`config.mk`:
```
export PLATFORM = sky130hd
export DESIGN_NAME = binary_format_sniffer_unit
export DESIGN_NICKNAME = d
export VERILOG_FILES = /design/src/rtl/core/bfs_pkg.sv /design/src/rtl/core/bfs_front.sv /design/src/rtl/core/bfs_queue.sv /design/src/rtl/core/bfs_back.sv /design/src/rtl/core/binary_format_sniffer_unit.sv
export SDC_FILE = /design/constraint.sdc
export NUM_CORES = 1
export LEC_CHECK = 0
export ABC_CLOCK_PERIOD_IN_PS = 16600
export BUFFER_PORTS_ARGS = -buffer_cell sky130_fd_sc_hd__buf_2
export CAP_MARGIN = 25
export CORE_ASPECT_RATIO = 0.75
export CORE_UTILIZATION = 62
export CTS_CLUSTER_DIAMETER = 150
export DETAILED_ROUTE_END_ITERATION = 10
export PLACE_DENSITY = 0.76
export SYNTH_ARGS = -nofsm -noshare
export SYNTH_HDL_FRONTEND = slang
export SYNTH_SLANG_ARGS = --single-unit
```
`constraint.sdc`:
```
create_clock -name clk -period 16.6 [get_ports clk]
set_input_delay 0.83 -clock clk [delete_from_list [all_inputs] [get_ports clk]]
set_output_delay 0.83 -clock clk [all_outputs]
set_load 0.05 [all_outputs]
```
`src/rtl/core/bfs_pkg.sv`:
```
// Shared types, constants and codes for the binary format sniffer.
package bfs_pkg;

  // Byte positions count up to this value and then hold.
  localparam int POS_W = 9;
  localparam logic [POS_W-1:0] POS_MAX = '1;

  // Header bytes kept per file by default, and the bytes the classifier looks at.
  localparam int HEADER_BYTES_DEF = 28;
  localparam int CLS_BYTES = 28;

  // The tar signature sits at a fixed offset.
  localparam int TAR_OFFSET = 257;
  localparam int TAR_LEN = 5;

  // Queue of finished files between the front and the back.
  localparam int QUEUE_DEPTH = 2;
  localparam int QPTR_W = 1;
  localparam int QCNT_W = 2;

  // Configuration register indexes.
  localparam logic REG_RAW_MODE = 1'b0;
  localparam logic REG_MIN_COFF = 1'b1;

  localparam int COFF_W = 9;
  localparam logic [COFF_W-1:0] MIN_COFF_RESET = 9'd20;

  // "ustar", first character in element 0.
  localparam logic [TAR_LEN-1:0][7:0] USTAR_SIG = {8'h72, 8'h61, 8'h74, 8'h73, 8'h75};

  // Big object COFF signature at offset 12, first byte in element 0.
  localparam logic [15:0][7:0] BIGOBJ_SIG = {
    8'hb8, 8'hdc, 8'ha4, 8'h6a, 8'hf6, 8'hfa, 8'h20, 8'haf,
    8'h4b, 8'ha9, 8'hba, 8'hee, 8'hd1, 8'hba, 8'ha1, 8'hc7
  };

  // "PS-X EXE", first character in the low byte.
  localparam logic [63:0] PSX_SIG = 64'h4558_4520_582D_5350;

  typedef enum logic [2:0] {
    FMT_UNKNOWN = 3'd0,
    FMT_PE      = 3'd1,
    FMT_ELF     = 3'd2,
    FMT_COFF    = 3'd3,
    FMT_MACHO   = 3'd4,
    FMT_IHEX    = 3'd5,
    FMT_RAW     = 3'd6
  } format_t;

  // One finished file handed from the front to the back.
  typedef struct packed {
    logic [CLS_BYTES-1:0][7:0] head;
    logic                      ustar;
    logic [POS_W-1:0]          length;
  } job_t;

endpackage

```
`src/rtl/core/bfs_front.sv`:
```
// Front end: captures header and tar bytes, counts length, emits one job per file.
module bfs_front import bfs_pkg::*; #(
  parameter int HEADER_BYTES = HEADER_BYTES_DEF
) (
  input  logic       clk,
  input  logic       rst,
  input  logic       fire,
  input  logic [7:0] data_byte,
  input  logic       last_byte,
  output logic       push,
  output job_t       job
);

  localparam int KEEP_BYTES = (HEADER_BYTES < CLS_BYTES) ? HEADER_BYTES : CLS_BYTES;

  logic [7:0]                header [KEEP_BYTES];
  logic [7:0]                tar_sig [TAR_LEN];
  logic [TAR_LEN-1:0][7:0]   tar_now;
  logic [POS_W-1:0]          byte_position;
  logic [POS_W-1:0]          byte_position_next;

  // The current byte is merged in so the last byte of a file is seen as well.
  for (genvar i = 0; i < CLS_BYTES; i++) begin : g_head
    if (i < KEEP_BYTES) begin : g_keep
      assign job.head[i] = (byte_position == POS_W'(i)) ? data_byte : header[i];
    end else begin : g_zero
      assign job.head[i] = 8'h00;
    end
  end

  for (genvar k = 0; k < TAR_LEN; k++) begin : g_tar
    assign tar_now[k] = (byte_position == POS_W'(TAR_OFFSET + k)) ? data_byte : tar_sig[k];
  end

  assign byte_position_next = (byte_position == POS_MAX) ? byte_position
                                                         : byte_position + 1'b1;
  assign job.ustar  = (tar_now == USTAR_SIG);
  assign job.length = byte_position_next;
  assign push       = fire & last_byte;

  always_ff @(posedge clk) begin
    if (rst) begin
      byte_position <= '0;
      for (int i = 0; i < KEEP_BYTES; i++) header[i] <= 8'h00;
      for (int k = 0; k < TAR_LEN; k++) tar_sig[k] <= 8'h00;
    end else if (fire) begin
      if (last_byte) begin
        byte_position <= '0;
        for (int i = 0; i < KEEP_BYTES; i++) header[i] <= 8'h00;
        for (int k = 0; k < TAR_LEN; k++) tar_sig[k] <= 8'h00;
      end else begin
        byte_position <= byte_position_next;
        for (int i = 0; i < KEEP_BYTES; i++) header[i] <= job.head[i];
        for (int k = 0; k < TAR_LEN; k++) tar_sig[k] <= tar_now[k];
      end
    end
  end

endmodule

```
`src/rtl/core/bfs_queue.sv`:
```
// Small job queue between the front end and the classifier.
module bfs_queue import bfs_pkg::*; (
  input  logic clk,
  input  logic rst,
  input  logic push,
  input  job_t push_job,
  output logic not_full,
  input  logic pop,
  output logic pop_valid,
  output job_t pop_job
);

  job_t              slots [QUEUE_DEPTH];
  logic [QPTR_W-1:0] wr_ptr;
  logic [QPTR_W-1:0] rd_ptr;
  logic [QCNT_W-1:0] count;

  assign not_full  = (count != QCNT_W'(QUEUE_DEPTH));
  assign pop_valid = (count != '0);
  assign pop_job   = slots[rd_ptr];

  always_ff @(posedge clk) begin
    if (push) slots[wr_ptr] <= push_job;
  end

  always_ff @(posedge clk) begin
    if (rst) begin
      wr_ptr <= '0;
      rd_ptr <= '0;
      count  <= '0;
    end else begin
      if (push) wr_ptr <= wr_ptr + 1'b1;
      if (pop) rd_ptr <= rd_ptr + 1'b1;
      priority if (push && !pop) count <= count + 1'b1;
      else if (pop && !push) count <= count - 1'b1;
      else count <= count;
    end
  end

endmodule

```
`src/rtl/core/bfs_back.sv`:
```
// Back end: classifies one queued file and holds the code in the output register.
module bfs_back import bfs_pkg::*; (
  input  logic              clk,
  input  logic              rst,
  input  logic              job_valid,
  input  job_t              job,
  output logic              pop,
  input  logic              raw_mode,
  input  logic [COFF_W-1:0] min_coff_size,
  output logic              out_valid,
  input  logic              out_ready,
  output logic [2:0]        format_code
);

  function automatic logic is_coff_machine(input logic [15:0] m);
    logic hit;
    unique case (m)
      16'h014c, 16'h014d, 16'h014e, 16'h0184, 16'h01a2, 16'h01a3, 16'h01a4,
      16'h01a6, 16'h01a8, 16'h01c0, 16'h01c2, 16'h01c4, 16'h01d3, 16'h01f0,
      16'h0200, 16'h0268, 16'h0290, 16'h0284, 16'h0160, 16'h0162, 16'h0163,
      16'h0166, 16'h0140, 16'h0142, 16'h0266, 16'h0168, 16'h0169, 16'h0366,
      16'h0466, 16'h0520, 16'h0ebc, 16'h8664, 16'h9041, 16'haa64,
      16'hc0ee: hit = 1'b1;
      default:  hit = 1'b0;
    endcase
    return hit;
  endfunction

  function automatic format_t classify(input job_t j, input logic raw,
                                       input logic [COFF_W-1:0] min_coff);
    logic [31:0] w0;
    logic [31:0] w1;
    logic [31:0] w2;
    logic [31:0] w3;
    logic [31:0] be0;
    logic        macho;
    logic        odd_feedface;
    logic        java;
    format_t     coff_code;
    format_t     f;
    w0  = {j.head[3], j.head[2], j.head[1], j.head[0]};
    w1  = {j.head[7], j.head[6], j.head[5], j.head[4]};
    w2  = {j.head[11], j.head[10], j.head[9], j.head[8]};
    w3  = {j.head[15], j.head[14], j.head[13], j.head[12]};
    be0 = {j.head[0], j.head[1], j.head[2], j.head[3]};
    macho = (be0 == 32'hfeedface) || (be0 == 32'hfeedfacf) ||
            (be0 == 32'hcefaedfe) || (be0 == 32'hcffaedfe) ||
            (be0 == 32'hcafebabe);
    odd_feedface = (w0 == 32'hfeedface) && (w1 == 32'h10) && (w2 == 32'h2) &&
                   (w3 > 32'h10);
    java = ((w0 == 32'hcafebabe) || (w0 == 32'hbebafeca)) && (w1 > 32'd30);
    coff_code = ({1'b0, j.length} < {1'b0, min_coff}) ? FMT_UNKNOWN : FMT_COFF;
    priority if (raw) f = FMT_RAW;
    else if ((w0 == 32'h0064_0107) || (j.head[7:0] == PSX_SIG) || j.ustar)
      f = FMT_UNKNOWN;
    else if (({j.head[1], j.head[0]} == 16'h5a4d) || ({j.head[1], j.head[0]} == 16'h4d5a))
      f = FMT_PE;
    else if (w0 == 32'h464c_457f) f = FMT_ELF;
    else if (j.head[0] == 8'h3a) f = FMT_IHEX;
    else if (is_coff_machine({j.head[1], j.head[0]})) f = coff_code;
    else if (macho) f = (odd_feedface || java) ? FMT_UNKNOWN : FMT_MACHO;
    else if (j.head[27:12] == BIGOBJ_SIG) f = coff_code;
    else f = FMT_UNKNOWN;
    return f;
  endfunction

  format_t code;

  assign code = classify(job, raw_mode, min_coff_size);
  assign pop  = job_valid && (!out_valid || out_ready);

  always_ff @(posedge clk) begin
    if (rst) begin
      out_valid <= 1'b0;
    end else if (pop) begin
      out_valid <= 1'b1;
    end else if (out_ready) begin
      out_valid <= 1'b0;
    end
  end

  always_ff @(posedge clk) begin
    if (pop) format_code <= code;
  end

endmodule

```
`src/rtl/core/binary_format_sniffer_unit.sv`:
```
// Top level of the binary format sniffer: configuration registers and the three stages.
// Throughput is one file byte per cycle while the queue has room; a one-byte file may follow
// another in the next cycle. The job is written into the queue with the last byte, and the
// classifier's output register then presents the code once that output is free or being taken.
// Synchronous reset clears the file capture state, empties the queue and the output,
// and sets raw_mode to 0 and min_coff_size to 20; no clearing pass is needed.
module binary_format_sniffer_unit import bfs_pkg::*; #(
  parameter int HEADER_BYTES = HEADER_BYTES_DEF
) (
  input  logic        clk,
  input  logic        rst,
  // Byte stream of one file after another.
  input  logic        in_valid,
  output logic        in_ready,
  input  logic [7:0]  data_byte,
  input  logic        last_byte,
  // One format code per file.
  output logic        out_valid,
  input  logic        out_ready,
  output logic [2:0]  format_code,
  // Configuration port.
  input  logic        psel,
  input  logic        penable,
  input  logic        pwrite,
  input  logic [2:0]  paddr,
  input  logic [31:0] pwdata,
  output logic [31:0] prdata,
  output logic        pready
);

  logic              raw_mode;
  logic [COFF_W-1:0] min_coff_size;
  logic              cfg_write;
  logic              in_fire;
  logic              push;
  job_t              push_job;
  logic              q_not_full;
  logic              pop;
  logic              pop_valid;
  job_t              pop_job;

  // Register index is the word address; the low two address bits select bytes
  // within a word and are not decoded.
  assign pready    = 1'b1;
  assign cfg_write = psel && penable && pwrite && pready;

  always_ff @(posedge clk) begin
    if (rst) begin
      raw_mode      <= 1'b0;
      min_coff_size <= MIN_COFF_RESET;
    end else if (cfg_write) begin
      unique case (paddr[2])
        REG_RAW_MODE: raw_mode      <= pwdata[0];
        REG_MIN_COFF: min_coff_size <= pwdata[COFF_W-1:0];
        default:      raw_mode      <= raw_mode;
      endcase
    end
  end

  always_comb begin
    unique case (paddr[2])
      REG_RAW_MODE: prdata = {31'b0, raw_mode};
      REG_MIN_COFF: prdata = {{(32 - COFF_W){1'b0}}, min_coff_size};
      default:      prdata = '0;
    endcase
  end

  // The front stalls only when the queue holds two finished files that the
  // classifier has not yet been able to take; plain bytes then wait too, which
  // keeps the ready logic independent of the payload.
  assign in_ready = q_not_full;
  assign in_fire  = in_valid && in_ready;

  bfs_front #(
    .HEADER_BYTES(HEADER_BYTES)
  ) u_front (
    .clk       (clk),
    .rst       (rst),
    .fire      (in_fire),
    .data_byte (data_byte),
    .last_byte (last_byte),
    .push      (push),
    .job       (push_job)
  );

  // The queue decouples the byte intake from a stalled output: files keep
  // streaming in while earlier codes wait for the consumer.
  bfs_queue u_queue (
    .clk       (clk),
    .rst       (rst),
    .push      (push),
    .push_job  (push_job),
    .not_full  (q_not_full),
    .pop       (pop),
    .pop_valid (pop_valid),
    .pop_job   (pop_job)
  );

  // The classifier evaluates the whole decision order combinationally and
  // registers the code; it takes a new job whenever its output is free or
  // being taken in the same cycle.
  bfs_back u_back (
    .clk           (clk),
    .rst           (rst),
    .job_valid     (pop_valid),
    .job           (pop_job),
    .pop           (pop),
    .raw_mode      (raw_mode),
    .min_coff_size (min_coff_size),
    .out_valid     (out_valid),
    .out_ready     (out_ready),
    .format_code   (format_code)
  );

endmodule
```
# [Word-level counts from Yosys, hierarchy flattened]
# Memories as Yosys holds them, arrays and structs flattened. A register that Yosys moved wholly into a read port is not among the register bits.
# Index checks and enable logic that the tools add are counted.
# W data, S select, Z words.
[word_totals] mem_bits_rw=732 n_memories=3 elab_cells=341 register_bits=27
[op_classes] bitwise_logic=68 n_reduce_logical=31 magnitude_cmp=3 n_mux=135 n_eq_ne=87 addsub=5
[mem_list] memory="u_queue.slots" words=2 word_bits=234 rd=1 rd_ports_with_merged_regs=1 wr=1 line_no="bfs_queue.sv:13" text="job_t slots [QUEUE_DEPTH];"
[mem_list] memory="u_front.header" words=28 word_bits=8 rd=28 rd_ports_with_merged_regs=0 wr=28 line_no="bfs_front.sv:16" text="logic [7:0] header [KEEP_BYTES];"
[mem_list] memory="u_front.tar_sig" words=5 word_bits=8 rd=5 rd_ports_with_merged_regs=0 wr=5 line_no="bfs_front.sv:17" text="logic [7:0] tar_sig [TAR_LEN];"
[ops] cell="$mux W8" count=99
[ops] cell="$eq A16 B9 Y1 const B" count=22
[ops] cell="$eq A32 B32 Y1 const B" count=8
[ops] cell="$eq A128 B128 Y1 const B" count=1
[ops] cell="$eq A9 B5 Y1 const B" count=12
[ops] cell="$eq A16 B10 Y1 const B" count=6
[ops] cell="$eq A9 B4 Y1 const B" count=8
[ops] cell="$or A1 B1 Y1" count=66
[ops] cell="$eq A16 B16 Y1 const B" count=4
[ops] cell="$eq A64 B63 Y1 const B" count=1
[ops] cell="$gt A32 B5 Y1 const B" count=2
[ops] cell="$pmux W32 S2" count=1
[ops] cell="$eq A9 B9 Y1 const B" count=6
[ops] cell="$eq A40 B39 Y1 const B" count=1
[ops] cell="$eq A9 B3 Y1 const B" count=4
[ops] cell="$reduce_or A35 Y1" count=1
[ops] cell="$eq A16 B11 Y1 const B" count=2
[ops] cell="$eq A16 B15 Y1 const B" count=2
[ops] cell="$eq A32 B2 Y1 const B" count=1
[ops] cell="$eq A32 B23 Y1 const B" count=1
[ops] cell="$eq A32 B31 Y1 const B" count=1
[ops] cell="$eq A32 B5 Y1 const B" count=1
[ops] cell="$mux W3" count=8
[ops] cell="$mux W1" count=22
[ops] cell="21 further kinds" count=49

# [Depth between registers and ports, before layout]
# Gate-level depths: netlist (run 1).
[logic_depth] depth_word=13 ltp_mapped=15 mapped_depth_nobuf=9

# [Hierarchy]
# From an unflattened synthesis (run 1), not the netlist that was laid out.
[unflattened] cells_unflattened=2216 area_unflattened_um2=34675.8
[by_module_without_submodules] module="bfs_queue" n_inst=1 cells_each=750 seq_area_each_um2=14153.6 area_per_inst_um2=17745.8
[by_module_without_submodules] module="bfs_front" n_inst=1 cells_each=1050 seq_area_each_um2=8027.7 area_per_inst_um2=13839.5
[by_module_without_submodules] module="bfs_back" n_inst=1 cells_each=335 seq_area_each_um2=110.1 area_per_inst_um2=2352.3
[by_module_without_submodules] module="binary_format_sniffer_unit" n_inst=1 cells_each=81 seq_area_each_um2=200.2 area_per_inst_um2=738.2

# [Worst setup path before layout (run 1)]
# OpenSTA, ideal clock, no wires.
[synth_timing] path_kind="register to register" start="reg u_queue.count[0]" end="mem u_queue.slots[0][0] in the netlist's numbering, enable pin" setup_slack_ns=4.215 path_buffers=1 t_required_ns=15.739 setup_time_ns=0.861 arrival_time_ns=11.524 stages_incl_launch_ff=5 cell_sequence="dfxtp_1 -> nand2b_1 -> and3_1 -> clkbuf_1 -> nor2b_1"
[synth_between] elab_chain_cells=5
[synth_rtl] item="start: declaration" line_no="bfs_queue.sv:16" text="logic [QCNT_W-1:0] count;"
[synth_rtl] item="start signal: assignment" line_no="bfs_queue.sv:34" text="priority if (push && !pop) count <= count + 1'b1;"
[synth_rtl] item="start signal: assignment" line_no="bfs_queue.sv:35" text="else if (pop && !push) count <= count - 1'b1;"
[synth_rtl] item="start signal: assignment" line_no="bfs_queue.sv:36" text="else count <= count;"
[synth_rtl] item="$ne A2 B2 Y1" line_no="bfs_queue.sv:18" text="assign not_full = (count != QCNT_W'(QUEUE_DEPTH));"
[synth_rtl] item="via in_ready" line_no="binary_format_sniffer_unit.sv:14" text="output logic in_ready,"
[synth_rtl] item="$logic_and A1 B1 Y1" line_no="binary_format_sniffer_unit.sv:72" text="assign in_fire = in_valid && in_ready;"
[synth_rtl] item="$and A1 B1 Y1" line_no="bfs_front.sv:39" text="assign push = fire & last_byte;"
[synth_rtl] item="via push" line_no="binary_format_sniffer_unit.sv:35" text="logic push;"
[synth_rtl] item="$mux W1" line_no="bfs_queue.sv:23" text="if (push) slots[wr_ptr] <= push_job;"
[synth_rtl] item="$mux W1 (not written as such)" line_no="bfs_queue.sv:23"
[synth_rtl] item="end: declaration" line_no="bfs_queue.sv:13"
# The timed path passes the listed nets, and every way through them passes these cells.

==> results of run 1 <==
## power by group
| group | total, W | switching (W) | internal [W] |
|---|---|---|---|
| sequential | 0.00245 | 0.0000747 | 0.00238 |
| combinational | 0.000530 | 0.000362 | 0.000169 |
| clock | 0.00152 | 0.000694 | 0.000830 |
| total | 0.00451 | 0.00113 | 0.00338 |
## layer usage
metal / track usage / vias up
met3: 0.04692 / 112
li1: - / 8360
met5: 0 / -
met1: 0.3936 / 9350
met4: 0.07515 / 0
met2: 0.3929 / 718
## flip-flops by register name, indices dropped and copies added, names as in the netlist, named ones only
name                   count
u_queue.slots            468
u_front.header           224
u_front.tar_sig           40
min_coff_size              9
u_front.byte_position      9
u_back.format_code         3
u_queue.count              2
raw_mode                   1
u_back.out_valid           1
u_queue.rd_ptr             1
u_queue.wr_ptr             1
## per-stage QoR
step	setup WS, ns	power, W	hold slack (ns)	instance area [sq um]	instances
after floorplan	4.215	0.002880	0.4363	32100	2197
after global placement	12.38	0.002979	0.4426	32700	2793
after detailed placement	12.28	0.003007	0.4502	32720	2794
after CTS	12.15	0.004519	0.4035	34860	2921
after global routing	12.09	0.004655	0.4240	34950	2924
final	12.13	0.004507	0.4330	34950	2924
## critical path: cells and delay by family, from the launching register on
kind / cells / cell delay [ns]
AO/OA/AOI/OAI: 5 / 1.98
AND/OR/NAND/NOR: 2 / 1.17
buffers and inverters: 2 / 0.79
flip-flops: 1 / 0.33
## Yosys cell counts, types with 8 or more instances
| cell | count |
|---|---|
| edfxtp_1 | 727 |
| nor3b_1 | 13 |
| buf_4 | 26 |
| nand2b_1 | 12 |
| buf_6 | 8 |
| nand4b_1 | 15 |
| nand3b_1 | 16 |
| nor3_1 | 35 |
| nor4bb_1 | 14 |
| ha_1 | 13 |
| mux2i_1 | 23 |
| mux2_2 | 211 |
| and4b_1 | 9 |
| or3_1 | 10 |
| dfxtp_1 | 33 |
| nor2b_1 | 9 |
| nand2_1 | 143 |
| o21ai_0 | 38 |
| and2_1 | 220 |
| nand4_1 | 45 |
| nand3_1 | 71 |
| nor4_1 | 46 |
| o22ai_1 | 11 |
| or4_1 | 9 |
| nor2_1 | 91 |
| clkbuf_1 | 80 |
| a21oi_1 | 60 |
| inv_1 | 25 |
| a22oi_1 | 14 |
| nor4b_1 | 15 |
| and3_1 | 8 |
## worst max-delay path by stage
stage	from	end	slack, ns	depth (start not counted)
2_1_floorplan	u_queue.count[0]	u_queue.slots[0][0]	4.21	4
3_3_place_gp	flop	u_back.format_code[0]	12.38	9
3_5_place_dp	flop	u_back.format_code[1]	12.28	9
4_1_cts	flop	u_back.format_code[1]	12.15	9
5_1_grt	flop	u_back.format_code[1]	12.09	9
6_report	flop	u_back.format_code[1]	12.13	9
## kinds of logic after synthesis
family,count (synthesis),share of synthesized area
xor gates and xnor gates,11,0.003009
DFF,760,0.7024
buffers and inverters,147,0.02235
adders and majority gates,13,0.005080
AOI/OAI and AO/OA,199,0.04091
and+or+nand+nor,809,0.1446
muxes,234,0.08139
other,2,0.0002345
## layout make-up
class                           instances  area (sq um)
Sequential cell                       760         22500
Fill cell                            3340         15600
Multi-Input combinational cell       1290          8911
Clock buffer                           90          1848
Tap cell                              657         822.0
Timing Repair Buffer                   64         475.5
Clock inverter                         37         294.0
Inverter                               26         101.3
==> results by group, run 1 <==
GRT
  – GRT Resource Usage Total: 0.2614
  – Largest net degree at the start of global routing: 223
  – Global route overflow: 0
  – Vias in the first global route: 17850
  – Initial antenna violation count: 1
  – First-pass GRT wire length: 103.8 mm

Timing
  – Setup_tns: 0 ns
  – Final setup viols: 0
  – Worst Clk Skew: 0.02046 ns
  – Final Cycle Share: 0.2692
  – Fmax: 223.7 MHz
  – Least-Margin Pin Slew: 1.247 ns
  – Max-slew violations: 0
  – RSZ-0062 raised after global routing: no
  – Max_slew headroom: 0.1687
  – Hold Vio Cnt, Final: 0
  – Min cycle time layout: 4.469 ns

Drt
  – Top layer in use: met4
  – Met3 Routed Length: 4.875 mm
  – # DRC: 0
  – Final WL: 68.41 mm
  – Drt wl/cell: 23.39 um
  – Post-route ant nets: 0
  – Metal1 wirelength: 31.12 mm
  – Vias/cell: 6.341
  – WL met2: 30.87 mm
  – First-pass DRT Iterations: 6
  – Vias: 18540
  – Number of DRC markers in iteration 0: 2286

Logic synthesis
  – Synth area leader: edfxtp_1
  – Synth Area per Inst: 14.72 sq um
  – Synth Instances: 2175
  – Unique masters post-synth: 77
  – Synth Warn #: 0
  – Seq/Total Area, Yosys: 0.7024
  – Top cell type's share of synthesized area: 0.6818
  – Netlist Area Pre-Place: 32020 sq um
  – Async set or reset register ratio after synthesis: 0
  – Synth Register Bits: 760
  – Number of synthesized flops with an enable pin: 727
  – Synth area leaders: edfxtp_1 68%, mux2_2 7.4%, and2_1 4.3%, dfxtp_1 2.1%, nand2_1 1.7%
  – Synth Flop Type: edfxtp_1

Final layout
  – Leading cell type in the layout, fill and taps excluded: edfxtp_1
  – Layout Utilization: 0.6914
  – Inserted Diodes: 0
  – Nets: 2276
  – Most frequent cells in the layout: 727 x edfxtp_1, 219 x and2_1, 211 x mux2_2, 143 x nand2_1, 91 x nor2_1
  – Share of layout cells above drive strength 1: 0.1734
  – Synthesis-to-layout area growth: 9.140%

Setup path
  – Worst-path cell chain: buf_4 -> inv_1 -> nor4_1 -> a21oi_1 -> nor3_1 -> o21ai_0 -> a2111oi_2 -> a211oi_1 -> o21ai_1
  – CP endpoint kind: flop
  – WS Path Type: reg2reg
  – Reg2reg end: u_back.format_code[1]
  – R2r setup slk: 12.13 ns
  – Reg2Reg Depth: 9
  – Startpoint types: flop
  – Worst EP required: 17.05 ns
  – Crit path DAT: 4.92 ns
  – Worst-path cell with the longest stage delay: nor3_1
  – Worst-path fanout max: 71
  – Crit path largest cell delay: 0.79 ns

Clocking
  – PostCTS Resize Cnt: 0
  – Num CTS Buffers: 70
  – Cts hold-fix bufs: 0
  – Sink Count: 760
  – Clk buf depth: 3
  – CTS clk-pin slew, worst paths: 0.06 ns
  – Root Buffer: clkbuf_16
  – Clk_lat worst skew: 0.62 ns
  – H-Tree Depth: 3
  – TritonCTS clock tree: done
  – Post-CTS Setup Inserts: 0

Hold path
  – Hold path startpoint: pwdata[4]
  – Hold path endpoint: min_coff_size[4]
  – Min-Delay Path Depth: 2
  – Hold Path Class: in2reg

Floorplan
  – Core Box Area: 50550 sq um
  – Die ar.: 52570 sq um
  – Die width: 264.4 um
  – Ports: 89
  – Chip height: 198.8 um
  – Initial core utilization: 0.6335
  – Std cell rows: 71

Placed design
  – IO Port Bufs: 39
  – DP HPWL: 39.60 mm
  – Placer Congestion: 0.9596

Power
  – Worst IR drop on VDD: 0.0001139 V
  – Leak pwr: 12.21 nW
  – Power density over cell area: 129.0 nW/um^2

Run status
  – Status: completed

Run
  – Max-cap viol count: 0
Power figures use the tool's default switching activity.
==> run 2: changes to the inputs <==
--- a/config.mk
+++ b/config.mk
@@ -5,7 +5,7 @@
 export SDC_FILE = /design/constraint.sdc
 export NUM_CORES = 1
 export LEC_CHECK = 0
-export ABC_CLOCK_PERIOD_IN_PS = 16600
+export ABC_CLOCK_PERIOD_IN_PS = 4400
 export BUFFER_PORTS_ARGS = -buffer_cell sky130_fd_sc_hd__buf_2
 export CAP_MARGIN = 25
 export CORE_ASPECT_RATIO = 0.75
==> constraint.sdc (replaced) <==
create_clock -name clk -period 4.4 [get_ports clk]
set_input_delay 0.22 -clock clk [delete_from_list [all_inputs] [get_ports clk]]
set_output_delay 0.22 -clock clk [all_outputs]
set_load 0.05 [all_outputs]
==> run 2 against run 1 <==
Against the previous run:
- non-clock buffer count is 25 higher
- die area is the same
- hold slack got worse by 0.36 ns
- clock skew down 0.0010 ns
- combinational power increased to 3.8 times the previous value
- first-iteration DRC count decreased by 12%
- design area grew 1.4%
- power rose to 3.9 times the previous value
- maximum frequency up 36%
- worst setup slack got worse by 11 ns
- largest power group unchanged
==> results by group, run 2 (synthesis results as in run 1) <==
Clocking
  – Clk buf depth: 3 (unchanged)
  – Num CTS Buffers: 72 (+2.9%)
  – Clk_lat worst skew: 0.61 ns (about the same)
  – PostCTS Resize Cnt: 0 (unchanged)
  – Root Buffer: clkbuf_16
  – TritonCTS clock tree: done
  – CTS clk-pin slew, worst paths: 0.07 ns (about the same)
  – H-Tree Depth: 3 (unchanged)
  – Sink Count: 760 (unchanged)

Setup path
  – WS Path Type: reg2reg
  – R2r setup slk: 1.11 ns (-11.02 ns)
  – Worst EP required: 4.85 ns (-12.20 ns)
  – Reg2Reg Depth: 8 (-1)
  – Reg2reg end: u_back.format_code[1]
  – CP endpoint kind: flop
  – Startpoint types: flop
  – Worst-path fanout max: 13 (-82%)
  – Critical Path Sink: u_back.format_code[1]
  – Crit path DAT: 3.74 ns (-1.18 ns)

Floorplan
  – Initial core utilization: 0.6335 (unchanged)
  – Chip height: 198.8 um (unchanged)
  – Die width: 264.4 um (unchanged)
  – Std cell rows: 71 (unchanged)
  – Core Box Area: 50550 sq um (unchanged)
  – Die ar.: 52570 sq um (unchanged)
  – Ports: 89 (unchanged)

Power
  – Leak pwr: 12.42 nW (+1.7%)
  – P_int: 0.01329 W (+290%)
  – Switching portion of total power: 0.2435 (-0.007204)
  – Pwr Total: 0.01756 W (+290%)
  – Worst IR drop on VDD: 0.0003851 V (+240%)
  – Combinational power share: 0.116 (-0.002)
  – Switch Pwr: 0.004278 W (+280%)
  – Power density over cell area: 495.8 nW/um^2 (+280%)
  – Clk pwr share: 0.357 (+0.019)
  – Reg power frac: 0.527 (-0.017)

Timing
  – Fmax: 303.9 MHz (+36%)
  – Worst Clk Skew: 0.01946 ns (-0.001005 ns)
  – Final Cycle Share: 0.7479 (+0.4787)
  – Final setup viols: 0 (unchanged)
  – Min cycle time layout: 3.291 ns (-1.179 ns)
  – Least-Margin Pin Slew: 0.9972 ns (-0.2497 ns)
  – Max_slew headroom: 0.3352 (+0.1664)
  – Hold Vio Cnt, Final: 0 (unchanged)
  – Max-slew violations: 0 (unchanged)
  – RSZ-0062 raised after global routing: no

GRT
  – Initial antenna violation count: 3 (+2)
  – Largest net degree at the start of global routing: 223 (unchanged)
  – GRT Resource Usage Total: 0.2726 (+0.01125)
  – Global route overflow: 0 (unchanged)
  – First-pass GRT wire length: 107.7 mm (+3.8%)
  – Vias in the first global route: 18430 (+3.3%)

Final layout
  – Top reg by flops: u_queue.slots
  – Most frequent cells in the layout: 727 x edfxtp_1, 219 x and2_1, 211 x mux2_2, 143 x nand2_1, 91 x nor2_1
  – Fill count: 3268 (-2.2%)
  – Nets: 2303 (+1.2%)
  – Share of layout cells above drive strength 1: 0.1803 (+0.006914)
  – Leading cell type in the layout, fill and taps excluded: edfxtp_1
  – Top Registers: u_queue.slots x468, u_front.header x224, u_front.tar_sig x40
  – Finished Layout Cells: 2949 (+0.85%)
  – Synthesis-to-layout area growth: 10.64%
  – Max FFs per register: 468 (unchanged)
  – Layout Utilization: 0.7009 (+0.009481)

Run status
  – Status: completed

Placed design
  – Dpl cells: 2810 (+0.57%)
  – Placer Congestion: 0.9573 (-0.24%)
  – IO Port Bufs: 39 (unchanged)
  – DP HPWL: 43.01 mm (+8.6%)

Drt
  – Number of DRC markers in iteration 0: 2008 (-12%)
  – Vias: 18850 (+1.7%)
  – Final WL: 70.75 mm (+3.4%)
  – Drt wl/cell: 23.99 um (+2.5%)
  – Vias/cell: 6.392 (+0.81%)
  – # DRC: 0 (unchanged)
  – First-pass DRT Iterations: 6 (unchanged)
  – Post-route ant nets: 0 (unchanged)

Hold path
  – Min-Delay Path Depth: 3 (+1)
  – Hold Path Class: in2reg

Run
  – Max-cap viol count: 0 (unchanged)
==> run 2: worst max-delay path, cell delays in order (launching register included) <==
cell and delay (ns):
dfxtp_4 0.36, inv_1 0.28, buf_4 0.37, nand4b_1 0.16
nor4_1 0.36, o21ai_0 0.43, a2111oi_2 0.77, a211oi_1 0.22
o21ai_1 0.18
==> run 2: metrics by stage <==
stage	TNS [ns]	instance area (sq um)	setup slack (ns)	hold WS (ns)
after global routing	0	35430	0.8864	0.05470
after global placement	0	32910	1.198	0.4241
after floorplan	-106.37	32120	-0.4546	0.3378
after CTS	0	35420	1.205	0.03382
final	0	35430	1.109	0.07596
after detailed placement	0	32940	1.231	0.4324
==> run 2: per-layer routing <==
| metal | vias to the layer above | GRT usage | part of all wire | routed length (um) |
|---|---|---|---|---|
| li1 | 8407 | - | - | - |
| met1 | 9474 | 0.4001 | 0.43 | 30510 |
| met2 | 861 | 0.4184 | 0.46 | 32550 |
| met3 | 108 | 0.05187 | 0.086 | 6104 |
| met4 | 0 | 0.08053 | 0.022 | 1576 |
| met5 | - | 0 | 0 | 0 |
==> run 2: cell type report <==
cell class | count | area (sq um) | share of cell area
antenna | 1 | 2.502 | 0.00007064
clock inverter | 32 | 386.6 | 0.01091
inverter | 26 | 101.3 | 0.002861
multi-input combinational | 1290 | 8919 | 0.2517
clock buffer | 94 | 1978 | 0.05584
sequential | 760 | 22500 | 0.6350
timing repair buffer | 89 | 720.7 | 0.02034
tap | 657 | 822.0 | 0.02320
==> run 2: power groups by stage <==
stage	combinational (W)	sequential (W)	clock [W]
floorplan	0.00139	0.00940	0
global placement	0.00192	0.00937	0
detailed placement	0.00199	0.00940	0
CTS	0.00202	0.00926	0.00635
global route	0.00220	0.00933	0.00661
finish	0.00203	0.00926	0.00627
==> run 2: worst min-delay path by stage <==
stage	start	endpoint	slack (ns)
finish	data_byte[5]	u_front.tar_sig[0][13]	0.08
global route	data_byte[5]	u_front.tar_sig[0][5]	0.05
CTS	data_byte[5]	u_front.tar_sig[0][13]	0.03
detailed placement	pwdata[4]	min_coff_size[4]	0.43
global placement	pwdata[2]	min_coff_size[2]	0.42
floorplan	pwdata[2]	min_coff_size[2]	0.34
==> run 2: timing repair <==
action / in CTS / in global routing
buffers inserted: 0 / 0
hold buffers: 12 / 0
endpoints found under the hold margin: 11 / 0
